$ cat src/svg_pkg.sv
// ----------------------------------------------------------------------------
// svg_pkg
// shared types, register indexes and the cordic angle table
// ----------------------------------------------------------------------------
package svg_pkg;

    localparam logic [1:0] REG_RADIUS  = 2'd0;
    localparam logic [1:0] REG_SECTORS = 2'd1;
    localparam logic [1:0] REG_STACKS  = 2'd2;

    localparam logic [10:0] MIN_SECTORS = 11'd3;
    localparam logic [10:0] MIN_STACKS  = 11'd2;
    localparam int          ATAN_LEN    = 24;
    localparam logic signed [33:0] CORDIC_GAIN = 34'sh026DD3B6A;

    // one grid point with its effective counts
    typedef struct packed {
        logic [10:0] st;
        logic [10:0] se;
        logic [10:0] ns;
        logic [10:0] nt;
    } svg_item_t;

    function automatic logic [31:0] atan_turn(input int unsigned i);
        logic [31:0] a;
        case (i)
            0:  a = 32'h20000000;
            1:  a = 32'h12E4051E;
            2:  a = 32'h09FB385B;
            3:  a = 32'h051111D4;
            4:  a = 32'h028B0D43;
            5:  a = 32'h0145D7E1;
            6:  a = 32'h00A2F61E;
            7:  a = 32'h00517C55;
            8:  a = 32'h0028BE53;
            9:  a = 32'h00145F2F;
            10: a = 32'h000A2F98;
            11: a = 32'h000517CC;
            12: a = 32'h00028BE6;
            13: a = 32'h000145F3;
            14: a = 32'h0000A2FA;
            15: a = 32'h0000517D;
            16: a = 32'h000028BE;
            17: a = 32'h0000145F;
            18: a = 32'h00000A30;
            19: a = 32'h00000518;
            20: a = 32'h0000028C;
            21: a = 32'h00000146;
            22: a = 32'h000000A3;
            23: a = 32'h00000051;
            default: a = '0;
        endcase
        return a;
    endfunction

endpackage

$ cat src/svg_front.sv
// ----------------------------------------------------------------------------
// svg_front
// takes requests, clamps counts and indices, and pushes them to the queue
// ----------------------------------------------------------------------------
module svg_front #(
    parameter int MAX_SEGMENTS = 1024
) (
    input  logic              start,
    input  logic              full,
    input  logic [10:0]       stack_index,
    input  logic [10:0]       sector_index,
    input  logic [10:0]       sector_count,
    input  logic [10:0]       stack_count,
    output logic              push,
    output svg_pkg::svg_item_t item
);
    import svg_pkg::*;

    localparam int          CAP   = (MAX_SEGMENTS > 2047) ? 2047 : MAX_SEGMENTS;
    localparam logic [10:0] CAP_L = 11'(CAP);

    logic [10:0] ns_cap;
    logic [10:0] nt_cap;

    always_comb
    begin
        ns_cap  = (sector_count > CAP_L) ? CAP_L : sector_count;
        nt_cap  = (stack_count > CAP_L) ? CAP_L : stack_count;
        item.ns = (ns_cap < MIN_SECTORS) ? MIN_SECTORS : ns_cap;
        item.nt = (nt_cap < MIN_STACKS) ? MIN_STACKS : nt_cap;
        item.se = (sector_index > item.ns) ? item.ns : sector_index;
        item.st = (stack_index > item.nt) ? item.nt : stack_index;
    end

    assign push = start && !full;

endmodule

$ cat config.mk
export PLATFORM = sky130hd
export DESIGN_NAME = svg_front
export DESIGN_NICKNAME = d
export VERILOG_FILES = /design/src/svg_pkg.sv /design/src/svg_front.sv
export SDC_FILE = /design/constraint.sdc
export NUM_CORES = 1
export LEC_CHECK = 0
export BUFFER_PORTS_ARGS = -buffer_cell sky130_fd_sc_hd__clkbuf_2
export CORE_MARGIN = 10
export CORE_UTILIZATION = 36
export DETAILED_ROUTE_END_ITERATION = 16
export GPL_TIMING_DRIVEN = 1
export PLACE_DENSITY_LB_ADDON = 0.12
export SYNTH_ARGS = -nofsm -noshare
export SYNTH_HDL_FRONTEND = slang
export SYNTH_SLANG_ARGS = --single-unit
$ cat constraint.sdc
create_clock -name vclk -period 3
set_clock_uncertainty 0.15 [all_clocks]
set_input_delay 0.45 -clock vclk [all_inputs]
set_output_delay 0.45 -clock vclk [all_outputs]
set_load 0.01 [all_outputs]
* Yosys cells after proc, flatten, opt, wreduce, memory -nomap -nowiden
Index checks and enable logic that the tools add are counted.
** Storage, ports and cells
- Bits of input ports :: 46
- Register bits :: 0
** Cells by class
- Muxes and demuxes :: 6
- Reductions and logical operators :: 2
- Magnitude comparators :: 6
** Operator list (number)
- two-way mux 11 bit :: 6
- greater-than comparator 11 bit :: 2
- greater-than comparator 11 bit (second input constant) :: 2
- < comparator 11 x 2 -> 1 bit (second input constant) :: 2
- logical AND 1 bit :: 1
- logical NOT 1 bit :: 1

* Logic depth before layout (Yosys ltp)
- Depth in word-level cells :: 6
- Depth in mapped cells :: 10

* Least setup slack after synthesis
No wires, ideal clock.
- Path type :: input to output
- Start :: in stack_count[4]
- End :: out item[33] in the netlist's numbering
- Data arrival time :: 2612 ps
- Stages on the path :: 10
- Setup slack :: -212 ps
- Buffers on the path :: 0
- Cell sequence :: nor4_1 > a21oi_1 > nor2_1 > inv_1 > ha_1 > nand3b_1 > a211oi_2 > o41ai_2 > a32oi_4 > mux2_2
** RTL lines
- start: declaration :: line svg_front.sv:13 : input logic [10:0] stack_count,
- end: declaration :: line svg_front.sv:15 : output svg_pkg::svg_item_t item

==> impl_metrics.toml <==
[detailed_routing]
route.met3.wl_um = 458
first_iter_violations = 22
ant_nets = 0
via_count = 1463
topRoutingLayerUsed = "met4"
met2_wirelength_um = 2520
drt-total-wl_um = 4700
route.detailed.vias_per_inst = 5.115
detail_route.wirelength.met1_um = 1555
detailedRoute.firstPassIterationCount = 3
number_of_remaining_drc_errors = 0
wire_per_inst_um = 16.43

[cells_and_area]
final_common_cell = "clkbuf_2"
area_delta_synth_final_pct = 102.0
antenna_cells_inserted = 0
clkbuf_count = 0
layout.filler_cells = 188
drive_gt1_share_pct = 64.84
n_sequential_cell = 0
num-nets-final = 326
mostFrequentLayoutCells = "80 x clkbuf_2, 31 x buf_4, 21 x ha_1"
final-seq-area_um2 = 0

[global_route]
number_of_global_route_vias_before_repair = 1670
grt_pass1_wl_um = 7238
initial_antenna_violation_count = 0
grt_max_degree = 11
global_route.overflow_total = 0
grtUsageTotal_pct = 16.19

[floorplan]
die_h_um = 72.17
dieWidth_um = 72.17
die_area_um2 = 5208
ioPinCount = 91
floorplan.initialDensity_pct = 38.50
rows = 18
core_um2 = 2545

[worst_setup_path]
crit_arrival_ns = 2.72
critical_path_required_ns = 2.40
worstPathCellList = "clkbuf_2 > nor4_4 > a21oi_1 > nor2_2 > inv_1 > ha_1 > nand3b_1 > a211oi_2 > o41ai_2 > a32oi_4 > buf_12 > mux2_2 > clkbuf_2"
cpMaxStageDelayCell = "mux2_2"
crit_fanout = 10
setup.worst_path.start_class = "input pin"
critical_path.endpoint_type = "output port"
cpPeakStageDelay_ns = 0.34
worstSetupPathType = "in2out"
crit_top_cell = "clkbuf_2"

[yosys]
yosysTopAreaCell = "ha_1"
synth_top_cell_area_share_pct = 28.10
post_synth_main_area_contributors = "ha_1 28%, mux2_2 24%, inv_1 8.0%, nand2_1 8.0%, a21oi_1 6.1%"
yosysWarnings = 0
synth_cell_type_count = 25
post_synthesis_cell_count = 133
postSynthNetCount = 201
synth_seq_area_share_pct = 0
synth.avg_cell_area_um2 = 7.366
syn-cell-area_um2 = 979.7

[hold_path]
min-delay-path-class = "in2out"
hold_depth = 3
hold_start = "full"
hold_end = "push"

[sta]
final.setup.worst_slack_ns = -0.3235
finalSetupViolCount = 22
fin_worst_hold_slack_ns = 0.9741
max_freq_ghz = 0.3009
finalHoldViolCount = 0
final_worst_path_period_share_pct = 110.8
slew-limit-headroom_pct = 71.22
maxSlewViolCount = 0
rsz0062_at_grt = "yes"
worst_slew_pin_slew_ns = 0.4270
post-route-min-period_ns = 3.323

[placement]
port_buffers = 91
hpwlAfterDp_um = 3632
gpl.final_weighted_congestion = 0.7957
place_ws_ns = -0.3395

[clocking]
cts_hold_buffers = 0

[power]
cell_internal_pwr_mw = 0.2211
power.static_leakage_nw = 1.183
power.combinational.fraction_pct = 100.0
netSwitchingPower_mw = 0.1865
seq_power_share_pct = 0
irDropWorstVdd_uv = 158.8
power.density_cell_area_nw_per_um2 = 205.9
swShare_pct = 45.75
power.clock.fraction_pct = 0

[flow_run]
max_cap_violations = 0

[outcome]
failing_checks = "setup timing"
outcome = "finished with violations"
metal layers:
metal | up-vias | GRT usage (%)
met1 | 667 | 14.20
met4 | 0 | 4.301
met2 | 64 | 33.24
li1 | 718 | -
met3 | 14 | 5.578
met5 | - | 0
repair_timing:
item / in CTS / in global routing
pin swaps: 7 / 9
hold endpoints to repair: 0 / 0
endpoints found under the setup margin: 22 / 22
buffers inserted: 6 / 2
gates resized for setup: 24 / 27
logic make-up (layout without fill, tap and decap cells):
family | Yosys count | in the layout | share of synthesized area (%)
AOI/OAI and AO/OA | 23 | 23 | 18.39
and+or+nand+nor | 42 | 42 | 19.79
adders and majority gates | 22 | 22 | 28.10
muxes | 21 | 21 | 24.14
buffers and inverters | 25 | 148 | 9.579
worst max-delay path: cells and delay by family:
family	cells	cell delay, ns
multiplexers	1	0.34
buffers and inverters	4	0.48
adder cells (fa/ha/maj)	1	0.28
AO/OA/AOI/OAI	4	0.65
AND/OR/NAND/NOR	3	0.53
final cells by class:
| type | count | area, um^2 | share of cell area [%] |
|---|---|---|---|
| inverters | 22 | 86.33 | 4.362 |
| well taps | 30 | 37.54 | 1.896 |
| multi-input cells | 108 | 1037 | 52.40 |
| repair buffers | 126 | 818.3 | 41.34 |
through the flow:
stage	power (mW)	cell area (um^2)	utilization (%)	TNS (ns)	cells
finish	0.4076	1979	77.78	-5.201	286
global route	0.4430	1979	77.78	-7.883	286
CTS	0.3780	1891	74.29	-4.941	285
detailed placement	0.3372	1734	68.14	-5.795	279
floorplan	0.1745	1030	-	-0.6922	133
global placement	0.3279	1734	68.14	-4.797	279
power groups by stage:
stage | clock network [mW] | logic (mW) | registers, mW
final | 0 | 0.408 | 0
after global routing | 0 | 0.443 | 0
after global placement | 0 | 0.328 | 0
after floorplan | 0 | 0.175 | 0
after detailed placement | 0 | 0.337 | 0
after CTS | 0 | 0.378 | 0
synth_stat cells:
master and count:
a21oi_2 2, nor2_1 6, clkinv_1 1, inv_1 21, and3_1 2, mux2_2 21, nand4_1 2, ha_1 22
nor2b_1 2, nand3b_1 2, a31o_2 1, a211oi_2 1, o41ai_2 1, a21oi_1 12, a211oi_1 1, a32oi_4 1
nor3_1 1, o21ai_0 1, clkbuf_1 3, nand2_1 21, a21o_1 1, o211a_1 1, nand3_1 2, o21bai_1 1
nor4_1 4
how the worst max path moves through the flow:
stage / start / to / slack (ns) / depth (start not counted)
6_report: stack_count[7] / item[42] / -0.32 / 13
5_1_grt: stack_count[7] / item[42] / -0.48 / 13
3_5_place_dp: stack_count[7] / item[42] / -0.34 / 13
4_1_cts: stack_count[7] / item[42] / -0.34 / 13
2_1_floorplan: stack_count[4] / item[35] / -0.08 / 10
3_3_place_gp: stack_count[7] / item[41] / -0.25 / 13
(Power assumes the default switching activity.)
