**src/svg_pkg.sv**
```systemverilog
// ----------------------------------------------------------------------------
// svg_pkg
// shared types, register indexes and the cordic angle table
// ----------------------------------------------------------------------------
package svg_pkg;

    localparam logic [1:0] REG_RADIUS  = 2'd0;
    localparam logic [1:0] REG_SECTORS = 2'd1;
    localparam logic [1:0] REG_STACKS  = 2'd2;

    localparam logic [10:0] MIN_SECTORS = 11'd3;
    localparam logic [10:0] MIN_STACKS  = 11'd2;
    localparam int          ATAN_LEN    = 24;
    localparam logic signed [33:0] CORDIC_GAIN = 34'sh026DD3B6A;

    // one grid point with its effective counts
    typedef struct packed {
        logic [10:0] st;
        logic [10:0] se;
        logic [10:0] ns;
        logic [10:0] nt;
    } svg_item_t;

    function automatic logic [31:0] atan_turn(input int unsigned i);
        logic [31:0] a;
        case (i)
            0:  a = 32'h20000000;
            1:  a = 32'h12E4051E;
            2:  a = 32'h09FB385B;
            3:  a = 32'h051111D4;
            4:  a = 32'h028B0D43;
            5:  a = 32'h0145D7E1;
            6:  a = 32'h00A2F61E;
            7:  a = 32'h00517C55;
            8:  a = 32'h0028BE53;
            9:  a = 32'h00145F2F;
            10: a = 32'h000A2F98;
            11: a = 32'h000517CC;
            12: a = 32'h00028BE6;
            13: a = 32'h000145F3;
            14: a = 32'h0000A2FA;
            15: a = 32'h0000517D;
            16: a = 32'h000028BE;
            17: a = 32'h0000145F;
            18: a = 32'h00000A30;
            19: a = 32'h00000518;
            20: a = 32'h0000028C;
            21: a = 32'h00000146;
            22: a = 32'h000000A3;
            23: a = 32'h00000051;
            default: a = '0;
        endcase
        return a;
    endfunction

endpackage

```
**src/svg_queue.sv**
```systemverilog
// ----------------------------------------------------------------------------
// svg_queue
// two-entry queue between the front and the back
// ----------------------------------------------------------------------------
module svg_queue (
    input  logic               clk,
    input  logic               rst_n,
    input  logic               push,
    input  svg_pkg::svg_item_t wdata,
    input  logic               pop,
    output svg_pkg::svg_item_t rdata,
    output logic               full,
    output logic               empty
);
    import svg_pkg::*;

    svg_item_t   mem [2];
    logic        wr_ptr_reg;
    logic        rd_ptr_reg;
    logic [1:0]  count_reg;

    always_ff @(posedge clk)
    begin
        if (push)
        begin
            mem[wr_ptr_reg] <= wdata;
        end
    end

    always_ff @(posedge clk or negedge rst_n)
    begin
        if (!rst_n)
        begin
            wr_ptr_reg <= 1'b0;
            rd_ptr_reg <= 1'b0;
            count_reg  <= 2'd0;
        end
        else
        begin
            if (push)
            begin
                wr_ptr_reg <= !wr_ptr_reg;
            end
            if (pop)
            begin
                rd_ptr_reg <= !rd_ptr_reg;
            end
            count_reg <= count_reg + 2'(push) - 2'(pop);
        end
    end

    assign rdata = mem[rd_ptr_reg];
    assign full  = (count_reg == 2'd2);
    assign empty = (count_reg == 2'd0);

endmodule

```
**config.mk**
```make
export PLATFORM = sky130hd
export DESIGN_NAME = svg_queue
export DESIGN_NICKNAME = d
export VERILOG_FILES = /design/src/svg_pkg.sv /design/src/svg_queue.sv
export SDC_FILE = /design/constraint.sdc
export NUM_CORES = 1
export LEC_CHECK = 0
export BUFFER_PORTS_ARGS = -buffer_cell sky130_fd_sc_hd__buf_2
export CAP_MARGIN = 40
export CORE_UTILIZATION = 56
export CTS_CLUSTER_SIZE = 24
export DETAILED_ROUTE_END_ITERATION = 6
export HOLD_SLACK_MARGIN = 0.1
export PLACE_DENSITY = 0.84
export SLEW_MARGIN = 15
export SYNTH_ARGS = -nofsm -noshare
export SYNTH_HDL_FRONTEND = slang
export SYNTH_SLANG_ARGS = --single-unit
```
**constraint.sdc**
```tcl
create_clock -name clk -period 4.2 [get_ports clk]
set_input_delay 0.84 -clock clk [delete_from_list [all_inputs] [get_ports clk]]
set_output_delay 0.84 -clock clk [all_outputs]
set_load 0.1 [all_outputs]
```
=== Yosys cells after proc, flatten, opt, wreduce, memory -nomap -nowiden ===
Memories as Yosys holds them, arrays and structs flattened.
Cells that the tools add are included.

* Flip-flop bits (word level): 4
* RAM bits: 88
* Memories kept: 1

{| class="wikitable"
|+ Memories
! memory !! depth !! bits a word !! read ports !! clocked after memory_dff !! wr ports !! line !! source
|-
| mem || 2 || 44 || 1 || 0 || 1 || svg_queue.sv:17 || <nowiki>svg_item_t mem [2];</nowiki>
|}

* Add/sub/neg operators: 2
* Eq/ne operators: 1
* Muxes and demuxes: 2
* Reductions and logical operators: 3

{| class="wikitable"
|+ Operators with widths
! operator !! number
|-
| 2-bit by 1-bit adder with 2-bit output || 1
|-
| 2-bit == test (second input constant) || 1
|-
| 1-bit logical NOT || 2
|-
| 2-bit logical NOT || 1
|-
| 1-bit two-way mux || 2
|-
| 2-bit by 1-bit subtractor with 2-bit output || 1
|}

=== Depth between registers and ports, before layout ===
Gate-level depths: netlist of run 1.

* Depth in word-level cells: 2
* Depth in mapped cells: 5
* Mapped depth without buffers: 5

=== Worst setup path after synthesis of run 1 ===
Ideal clock, no wire load.

* Path kind: input to register
* Start point: input push
* End point: memory mem[0][0] (netlist name) (enable)
* Library setup time: 0.451 ns
* Arrival: 2.800 ns
* Path slack: 0.949 ns
* Stages: 1
* Path buffers: 0
* Cell sequence: nor2b_1

* Longest elaborated chain between the ends: 2

{| class="wikitable"
|+ RTL lines
! element !! line !! source
|-
| start, declared || svg_queue.sv:8 || <nowiki>input logic push,</nowiki>
|-
| 1-bit two-way mux || svg_queue.sv:24 || <nowiki>if (push)</nowiki>
|-
| 1-bit two-way mux (not written as such) || svg_queue.sv:26 || <nowiki>mem[wr_ptr_reg] <= wdata;</nowiki>
|-
| end, declared || svg_queue.sv:17 ||
|}

No other way between the ends.

==> results of run 1 <==
[path summary, 6_finish.rpt]
| check | to | depth (start not counted) | slack (ps) | startpoint |
|---|---|---|---|---|
| setup / recovery | rdata[26] | 4 | 1490 | rd_ptr_reg |
| hold / removal | count_reg[0] | 1 | 300 | rst_n |
| setup reg to reg | mem[0][24] | 2 | 2420 | wr_ptr_reg |
| hold reg to reg | wr_ptr_reg | 1 | 560 | wr_ptr_reg |
| max in group asynchronous | rd_ptr_reg | 1 | 3750 | rst_n |
| min in group clk | wr_ptr_reg | 1 | 560 | wr_ptr_reg |
[per-layer routing]
layer	GRT usage	routed length, um	share of wire
met1	0.203	2140	0.40
met2	0.281	2760	0.52
met3	0.0456	311	0.058
met4	0.0982	123	0.023
met5	0	0	0
[synthesized netlist by cell type]
cell type / count
edfxtp_1: 88
and2_1: 1
xor3_1: 1
buf_12: 4
dfrtp_1: 4
nor2b_1: 2
mux2_2: 5
xor2_1: 2
ha_1: 2
buf_6: 1
inv_1: 2
mux2_4: 39
nor2_1: 1
[logic make-up (layout without fill, tap and decap cells)]
| family | Yosys count | after routing |
|---|---|---|
| XOR/XNOR | 3 | 3 |
| multiplexers | 44 | 44 |
| AND/OR/NAND/NOR | 4 | 4 |
| flip-flops | 92 | 92 |
| adder cells (fa/ha/maj) | 2 | 2 |
| buffers and inverters | 7 | 116 |
[worst register-to-register path: stages, from the launching register on]
cell and delay, ps:
dfrtp_1 440, nor2b_4 610, buf_4 410
[stage by stage]
stage               hold WS, ps  setup WS (ps)
finish                      296           1490
global route                280           1430
CTS                         283           1070
detailed placement          543           1460
global placement            521           1460
floorplan                   455            949
[final cells by class]
cell class / instances / area (um2) / share of cell area
multi-input cells: 53 / 739 / 0.172
flip-flops and latches: 92 / 2740 / 0.637
clock buffers: 9 / 124 / 0.0287
inverters: 2 / 7.51 / 0.00174
repair buffers: 98 / 536 / 0.124
clock inverters: 7 / 66.3 / 0.0154
well taps: 75 / 93.8 / 0.0218
==> impl_table.tex, run 1 <==
\begin{tabular}{lr}
\hline
Metric & Value \\
\hline
\multicolumn{2}{l}{\textbf{Synth}} \\
\quad Area share of xor/xnor cells in the synthesized design & 0.0116 \\
\quad Synthesized Nets & 202 \\
\quad Sequential-to-total area share from yosys stat & 0.768 \\
\quad Share of cell area taken by muxes after synthesis & 0.180 \\
\quad YS warnings & 0 \\
\quad Per-instance average area after synthesis & 23.5 um2 \\
\quad Main combinational cell family by area after synthesis & multiplexers \\
\quad Synthesized flop and latch total & 92 \\
\quad Post-Synth Adder-Cell Area & 0.00701 \\
\quad Fraction of the mapped netlist area in simple logic gates & 0.00630 \\
\quad Leading area contributor after synthesis & edfxtp\_1 \\
\quad Post-synthesis cell area & 0.00357 mm2 \\
\quad Cell variety after synth & 13 \\
\quad Proportion of netlist area held by the largest area contributor & 0.740 \\
\quad Post-synthesis cell count & 152 \\
\quad Largest cells by area after synthesis & edfxtp\_1, mux2\_4, dfrtp\_1 \\
\quad Synthesized-area fraction occupied by ao, oa, aoi and oai cells & 0 \\
\multicolumn{2}{l}{\textbf{Timing}} \\
\quad Final max-slew violation count & 0 \\
\quad Fmax & 370 MHz \\
\quad Unrepaired setup endpoints after global routing & no \\
\quad Actual transition at the worst max-transition pin & 742 ps \\
\quad Hold Vio Cnt, Final & 0 \\
\quad Number of endpoints failing setup at the final stage & 0 \\
\quad Period utilisation layout & 0.644 \\
\quad Final setup TNS & 0 ps \\
\quad Worst slew margin relative to its limit & 0.504 \\
\quad Fin Clk Skew & 7.23 ps \\
\quad Final min period & 2710 ps \\
\multicolumn{2}{l}{\textbf{Die}} \\
\quad Starting density of the core & 0.593 \\
\quad Core area & 0.00603 mm2 \\
\quad \# rows & 28 \\
\quad Area of the die & 0.00670 mm2 \\
\quad DIE WIDTH & 81.9 um \\
\quad IO Count & 94 \\
\quad Chip height & 81.9 um \\
\multicolumn{2}{l}{\textbf{Final layout}} \\
\quad Largest register FFs & 88 \\
\quad Total inserted antenna cells & 0 \\
\quad Top library cells by usage in the layout, fill and taps aside & buf\_2, edfxtp\_1, mux2\_4, clkbuf\_8, mux2\_2 \\
\quad Share of final-layout standard cells stronger than drive strength 1 & 0.609 \\
\quad Area added between synthesis and finish & 20.7\% \\
\quad Final cell area excluding filler cells & 0.00431 mm2 \\
\quad Number of nets in the final layout & 306 \\
\quad Core Util, Final & 0.715 \\
\quad Most common cell after layout, fill and taps aside & buf\_2 \\
\quad Count of non-filler cells in the finished layout & 336 \\
\quad Filler cell count in the final layout & 392 \\
\multicolumn{2}{l}{\textbf{CTS}} \\
\quad Hold Buf Count CTS & 0 \\
\quad Worst-case clock buffer depth & 2 \\
\quad H-Tree Depth & 3 \\
\quad Clock transition at the register clock pins on the worst setup and hold paths after CTS & 80 ps \\
\quad Number of setup buffers added after CTS & 0 \\
\quad Number of clock sinks & 92 \\
\quad CTS resizes & 0 \\
\quad Clock tree from TritonCTS & yes \\
\quad Clock latency at the later pin of the worst-skew pair & 340 ps \\
\quad CTS Root Buffer Type & clkbuf\_8 \\
\quad Number of buffers created by CTS & 9 \\
\multicolumn{2}{l}{\textbf{Run status}} \\
\quad Run status & finished, final reports clean \\
\multicolumn{2}{l}{\textbf{Global routing}} \\
\quad Total congestion overflow & 0 \\
\quad Number of global-route vias before repair & 1704 \\
\quad Global-route wire length before repair & 7.94 mm \\
\quad Initial antenna violation count & 0 \\
\quad Largest net degree at the start of global routing & 30 \\
\quad Global routing usage summed across all routing layers & 0.171 \\
\multicolumn{2}{l}{\textbf{Placed design}} \\
\quad Routability-driven placement congestion ratio & 0.667 \\
\quad Standard cell area after detailed placement & 0.00410 mm2 \\
\quad HPWL Detailed & 3.70 mm \\
\quad DP Cell Count & 319 \\
\quad Total of buffers placed on input and output ports & 93 \\
\multicolumn{2}{l}{\textbf{Route}} \\
\quad Routed wire length & 5.33 mm \\
\quad Number of vias per cell & 5.09 \\
\quad Detailed router's first-iteration violation count & 66 \\
\quad Number of routed nets with antenna violations & 0 \\
\quad Length of the first detailed-routing pass in iterations & 4 \\
\quad Total number of vias & 1710 \\
\quad Average detailed-routed wire length per instance & 15.9 um \\
\quad Remaining DRCs & 0 \\
\multicolumn{2}{l}{\textbf{Critical path}} \\
\quad Critical Path RT & 3360 ps \\
\quad Critical path arrival & 1870 ps \\
\quad Kind of cell adding the most delay to the critical path & buffers and inverters \\
\quad Crit path capture type & primary output \\
\quad Worst path slowest cell & dfrtp\_2 \\
\quad Critical path launch point type & flip-flop \\
\quad Crit path largest cell delay & 400 ps \\
\quad Type of the setup path with the least slack & flip-flop to primary output \\
\quad Cell Chain, Critical Path & buf\_12, buf\_4, mux2\_4, buf\_2 \\
\quad Number of buffers and inverters on the critical path & 3 \\
\quad Top fanout value on the critical path & 28 \\
\multicolumn{2}{l}{\textbf{Job}} \\
\quad Max-cap viol count & 0 \\
\multicolumn{2}{l}{\textbf{Hold path}} \\
\quad Worst min-delay path category & input port to asynchronous set/reset pin \\
\hline
\end{tabular}
Power of run 1 is left out: the tool's default activity adds up to more than one toggle a clock period on the data nets, which glitch-free logic cannot reach.
==> run 2, diff against run 1 <==
Settings changed: CORE_UTILIZATION 56 to 52, PLACE_DENSITY 0.84 to 0.79.
Clock period 4.2 ns to 2.8 ns, I/O delays scaled along.
==> impl_table.tex, run 2 (synthesized netlist as in run 1, its figures left out) <==
\begin{tabular}{lr}
\hline
Metric & Value \\
\hline
\multicolumn{2}{l}{\textbf{Final layout}} \\
\quad Area added between synthesis and finish & 19.5\% \\
\quad Largest register FFs & 88 \\
\quad Total inserted antenna cells & 0 \\
\quad Multi-input gate area & 739 um2 \\
\quad Share of final-layout standard cells stronger than drive strength 1 & 0.590 \\
\quad Sequential standard cell area & 0.00274 mm2 \\
\quad Filler cell count in the final layout & 469 \\
\quad Most common cell after layout, fill and taps aside & buf\_2 \\
\quad Top library cells by usage in the layout, fill and taps aside & buf\_2, edfxtp\_1, mux2\_4, clkbuf\_8, mux2\_2 \\
\quad Number of nets in the final layout & 306 \\
\multicolumn{2}{l}{\textbf{Critical path}} \\
\quad Type of the setup path with the least slack & flip-flop to primary output \\
\quad Worst path slowest cell & buf\_2 \\
\quad Critical path arrival & 1710 ps \\
\quad Critical Path RT & 2240 ps \\
\quad Crit path largest cell delay & 420 ps \\
\quad Crit path capture type & primary output \\
\quad Cell Chain, Critical Path & buf\_12, mux2\_4, buf\_2 \\
\quad Critical path launch point type & flip-flop \\
\quad Top fanout value on the critical path & 45 \\
\multicolumn{2}{l}{\textbf{Timing}} \\
\quad Hold Vio Cnt, Final & 0 \\
\quad Final min period & 2270 ps \\
\quad Unrepaired setup endpoints after global routing & no \\
\quad Worst slew margin relative to its limit & 0.660 \\
\quad Fmax & 441 MHz \\
\quad Period utilisation layout & 0.810 \\
\quad Hold slack & 403 ps \\
\quad Final setup TNS & 0 ps \\
\quad Fin Clk Skew & 3.68 ps \\
\quad Number of endpoints failing setup at the final stage & 0 \\
\quad Actual transition at the worst max-transition pin & 511 ps \\
\quad Final max-slew violation count & 0 \\
\quad Minimum setup slack in the final design & 532 ps \\
\multicolumn{2}{l}{\textbf{Route}} \\
\quad Remaining DRCs & 6 \\
\quad Length of the first detailed-routing pass in iterations & 6 \\
\quad Detailed router's first-iteration violation count & 64 \\
\quad Routed wire length & 5.35 mm \\
\quad Number of routed nets with antenna violations & 0 \\
\quad Total number of vias & 1714 \\
\quad Average detailed-routed wire length per instance & 15.8 um \\
\quad Number of vias per cell & 5.07 \\
\multicolumn{2}{l}{\textbf{Global routing}} \\
\quad Number of global-route vias before repair & 1717 \\
\quad Largest net degree at the start of global routing & 46 \\
\quad Global routing usage summed across all routing layers & 0.156 \\
\quad Initial antenna violation count & 0 \\
\quad Global-route wire length before repair & 8.03 mm \\
\quad Total congestion overflow & 0 \\
\multicolumn{2}{l}{\textbf{CTS}} \\
\quad Number of clock sinks & 92 \\
\quad Worst-case clock buffer depth & 2 \\
\quad Clock transition at the register clock pins on the worst setup and hold paths after CTS & 80 ps \\
\quad Clock tree from TritonCTS & yes \\
\quad Number of setup buffers added after CTS & 0 \\
\quad H-Tree Depth & 3 \\
\quad CTS Root Buffer Type & clkbuf\_8 \\
\quad Number of buffers created by CTS & 9 \\
\quad Clock latency at the later pin of the worst-skew pair & 340 ps \\
\multicolumn{2}{l}{\textbf{Placed design}} \\
\quad Total of buffers placed on input and output ports & 93 \\
\quad Routability-driven placement congestion ratio & 0.689 \\
\quad Worst slack at placement & 875 ps \\
\multicolumn{2}{l}{\textbf{Die}} \\
\quad Core area & 0.00649 mm2 \\
\quad Area of the die & 0.00720 mm2 \\
\quad \# rows & 29 \\
\quad DIE WIDTH & 84.9 um \\
\quad Starting density of the core & 0.550 \\
\quad IO Count & 94 \\
\quad Chip height & 84.9 um \\
\multicolumn{2}{l}{\textbf{Job}} \\
\quad Max-cap viol count & 0 \\
\multicolumn{2}{l}{\textbf{Run status}} \\
\quad Violated checks & DRC \\
\quad Run status & finished with violations \\
\multicolumn{2}{l}{\textbf{Hold path}} \\
\quad Worst min-delay path category & input port to flip-flop \\
\hline
\end{tabular}
[run 2: timing repair]
item / CTS / global route
setup endpoints to repair: 0 / 0
hold buffers: 1 / 0
gates resized for setup: 0 / 0
hold endpoints to repair: 4 / 0
[run 2: path summary, 6_finish.rpt]
kind	cells past startpoint	end	from	slack [ps]
min reg2reg	1	wr_ptr_reg	wr_ptr_reg	550
min	1	mem[0][22]	wdata[22]	400
max reg2reg	2	mem[1][3]	wr_ptr_reg	1310
min in group asynchronous	2	count_reg[0]	rst_n	550
max in group asynchronous	2	rd_ptr_reg	rst_n	2110
max	3	rdata[17]	rd_ptr_reg	530
[run 2: critical path, delay by kind of cell, from the launching register on]
kind / cells / cell delay (ps)
multiplexers: 1 / 220
buffers and inverters: 2 / 720
flip-flops: 1 / 380
[run 2: per-stage QoR]
stage	instance area, um2	std cells	util
CTS	4270	338	0.657
floorplan	3570	152	-
global route	4270	338	0.657
global placement	4110	321	0.632
detailed placement	4110	321	0.632
finish	4270	338	0.657
[run 2: final cells by class]
class | count | area share
multi-input combinational | 53 | 0.173
sequential | 92 | 0.643
clock inverter | 4 | 0.00381
tap | 77 | 0.0226
clock buffer | 12 | 0.0317
inverter | 2 | 0.00176
timing repair buffer | 98 | 0.124
[run 2: routing by layer]
metal,vias up,share of wire,global-route usage
met5,-,0,0
met4,0,0.015,0.0740
met3,8,0.060,0.0535
met2,69,0.51,0.262
met1,834,0.42,0.182
li1,803,-,-
Power of run 2 is left out for the same reason.
==> run 3, diff against run 2 <==
Settings changed: ABC_AREA set to 1, CORE_UTILIZATION 52 to 47, PLACE_DENSITY 0.79 to 0.75.
Clock period 2.8 ns to 2 ns, I/O delays scaled along.
==> impl_table.tex, run 3 <==
\begin{tabular}{lr}
\hline
Metric & Value \\
\hline
\multicolumn{2}{l}{\textbf{Critical path}} \\
\quad Cell Chain, Critical Path & buf\_16, o21ai\_1, buf\_12 \\
\quad Critical path launch point type & flip-flop \\
\quad Worst path slowest cell & dfrtp\_4 \\
\quad Termination of the worst setup path & rdata[19] \\
\quad Type of the setup path with the least slack & flip-flop to primary output \\
\quad CP startpoint & rd\_ptr\_reg \\
\quad Critical Path RT & 1600 ps \\
\quad Terminus of the critical flop-to-flop path & mem[0][17] \\
\quad Worst setup slack for register-to-register paths & 800 ps \\
\quad Critical path arrival & 1610 ps \\
\quad Worst Reg-to-Reg Cells & 2 \\
\quad Top fanout value on the critical path & 66 \\
\quad Crit path largest cell delay & 510 ps \\
\quad Crit path capture type & primary output \\
\quad Launch point of the worst reg-to-reg path & wr\_ptr\_reg \\
\multicolumn{2}{l}{\textbf{Die}} \\
\quad Core area & 0.00721 mm2 \\
\quad Starting density of the core & 0.484 \\
\quad IO Count & 94 \\
\quad \# rows & 31 \\
\quad DIE WIDTH & 88.2 um \\
\quad Area of the die & 0.00778 mm2 \\
\quad Chip height & 88.2 um \\
\multicolumn{2}{l}{\textbf{Route}} \\
\quad Length of the first detailed-routing pass in iterations & 4 \\
\quad Routed wl met3 & 353 um \\
\quad Average detailed-routed wire length per instance & 13.1 um \\
\quad Total number of vias & 2098 \\
\quad Routed metal-1 wirelength & 2.31 mm \\
\quad Remaining DRCs & 0 \\
\quad Detailed router's first-iteration violation count & 98 \\
\quad Met2 Wirelength & 3.27 mm \\
\quad Routed wire length & 6.02 mm \\
\quad Number of routed nets with antenna violations & 0 \\
\quad Highest routed layer & met4 \\
\quad Number of vias per cell & 4.56 \\
\multicolumn{2}{l}{\textbf{Synth}} \\
\quad Leading area contributor after synthesis & edfxtp\_1 \\
\quad Fraction of the mapped netlist area in simple logic gates & 0.0584 \\
\quad Post-synth EDFFs & 88 \\
\quad Share of synthesized flip-flops with an asynchronous set or reset & 0.0435 \\
\quad Post-synthesis cell area & 0.00349 mm2 \\
\quad Cell with the most instances after synthesis & edfxtp\_1 \\
\quad Synthesized flop and latch total & 92 \\
\quad Cell variety after synth & 14 \\
\quad Share of cell area taken by muxes after synthesis & 0 \\
\quad Proportion of netlist area held by the largest area contributor & 0.756 \\
\quad Post-Synth Adder-Cell Area & 0.00716 \\
\quad Synthesized Nets & 305 \\
\quad Largest cells by area after synthesis & edfxtp\_1, inv\_1, nand2\_1 \\
\quad Per-instance average area after synthesis & 13.7 um2 \\
\quad Post-synthesis cell count & 255 \\
\quad Top\_reg\_cell synth & edfxtp\_1 \\
\quad Main combinational cell family by area after synthesis & buffers and inverters \\
\quad Sequential-to-total area share from yosys stat & 0.785 \\
\quad Synthesized-area fraction occupied by ao, oa, aoi and oai cells & 0.0695 \\
\quad YS warnings & 0 \\
\quad Area share of xor/xnor cells in the synthesized design & 0.00501 \\
\quad Cell types with the highest counts after synthesis & edfxtp\_1, inv\_1, nand2\_1, o21ai\_0 \\
\multicolumn{2}{l}{\textbf{Timing}} \\
\quad Actual transition at the worst max-transition pin & 486 ps \\
\quad Hold slack & 234 ps \\
\quad Number of endpoints failing setup at the final stage & 2 \\
\quad Fmax & 498 MHz \\
\quad Worst slew margin relative to its limit & 0.679 \\
\quad Period utilisation layout & 1.00 \\
\quad Fin Clk Skew & 15.4 ps \\
\quad Final max-slew violation count & 0 \\
\quad Final min period & 2010 ps \\
\quad Hold Vio Cnt, Final & 0 \\
\quad Minimum setup slack in the final design & -9.30 ps \\
\quad Unrepaired setup endpoints after global routing & yes \\
\multicolumn{2}{l}{\textbf{CTS}} \\
\quad Worst-case clock buffer depth & 2 \\
\quad Clock latency at the later pin of the worst-skew pair & 340 ps \\
\quad Clock transition at the register clock pins on the worst setup and hold paths after CTS & 100 ps \\
\quad CTS Root Buffer Type & clkbuf\_8 \\
\quad H-Tree Depth & 3 \\
\quad Clock tree from TritonCTS & yes \\
\quad Number of buffers created by CTS & 9 \\
\quad Number of clock sinks & 92 \\
\quad Number of setup buffers added after CTS & 0 \\
\multicolumn{2}{l}{\textbf{Final layout}} \\
\quad Total inserted antenna cells & 0 \\
\quad Most common cell after layout, fill and taps aside & edfxtp\_1 \\
\quad Final cell area excluding filler cells & 0.00503 mm2 \\
\quad Sequential standard cell area & 0.00275 mm2 \\
\quad Multi-input gate area & 569 um2 \\
\quad Filler cell count in the final layout & 502 \\
\quad Top library cells by usage in the layout, fill and taps aside & edfxtp\_1, inv\_1, nand2\_1, buf\_2, buf\_12 \\
\quad Share of final-layout standard cells stronger than drive strength 1 & 0.396 \\
\quad Number of nets in the final layout & 406 \\
\quad Largest register FFs & 88 \\
\quad Area added between synthesis and finish & 44.1\% \\
\multicolumn{2}{l}{\textbf{Placed design}} \\
\quad HPWL Detailed & 4.24 mm \\
\quad Routability-driven placement congestion ratio & 0.672 \\
\quad Total of buffers placed on input and output ports & 93 \\
\quad Standard cell area after detailed placement & 0.00479 mm2 \\
\multicolumn{2}{l}{\textbf{Global routing}} \\
\quad Global-route wire length before repair & 9.23 mm \\
\quad Number of global-route vias before repair & 2033 \\
\quad Total congestion overflow & 0 \\
\quad Largest net degree at the start of global routing & 67 \\
\quad Initial antenna violation count & 0 \\
\quad Global routing usage summed across all routing layers & 0.164 \\
\multicolumn{2}{l}{\textbf{Run status}} \\
\quad Run status & finished with violations \\
\quad Violated checks & setup timing \\
\multicolumn{2}{l}{\textbf{Hold path}} \\
\quad Worst min-delay path category & input port to flip-flop \\
\quad Worst hold path startpoint & wdata[12] \\
\multicolumn{2}{l}{\textbf{Job}} \\
\quad Max-cap viol count & 0 \\
\hline
\end{tabular}
==> run 3: kinds of logic after synthesis <==
kind of cell,after synthesis
flip-flops,92
adder cells (fa/ha/maj),2
buffers and inverters,61
AND/OR/NAND/NOR,54
XOR/XNOR,2
AO/OA/AOI/OAI,44
==> run 3: per-stage QoR <==
step	cells	setup WS, ps	setup TNS [ps]	utilization
after floorplan	255	-408	-11010	-
after global placement	443	388	0	0.664
after detailed placement	443	356	0	0.664
after CTS	460	12.2	0	0.694
after global routing	460	-52.6	-556	0.698
final	460	-9.30	-16.2	0.698
==> run 3: repair_timing <==
action	CTS	global route
hold buffers	1	0
gates resized for setup	3	6
setup endpoints to repair	2	22
hold endpoints to repair	4	0
==> run 3: critical path: cells and delay by family, from the launching register on <==
kind	cells	cell delay, ps
AO/OA/AOI/OAI	1	290
buffers and inverters	2	420
flip-flops	1	510
==> run 3: worst min path at each step <==
stage                        end  slack (ps)  depth (start not counted)
finish                mem[0][12]         230                          1
global route          mem[1][12]         220                          1
CTS                   mem[1][12]         220                          1
detailed placement  count_reg[1]         210                          1
global placement    count_reg[0]         210                          1
floorplan           count_reg[0]         100                          0
==> run 3: final cells by class <==
type | instances | share of cell area
Tap cell | 99 | 0.0246
Timing Repair Buffer | 100 | 0.239
Clock inverter | 7 | 0.0149
Multi-Input combinational cell | 102 | 0.113
Inverter | 51 | 0.0380
Sequential cell | 92 | 0.545
Clock buffer | 9 | 0.0246
==> run 3: routing by layer <==
metal  vias to the layer above  GRT usage
li1                       1059          -
met1                       976      0.175
met3                         6     0.0485
met2                        57      0.297
met5                         -          0
met4                         0     0.0777
Power of run 3 is left out for the same reason.
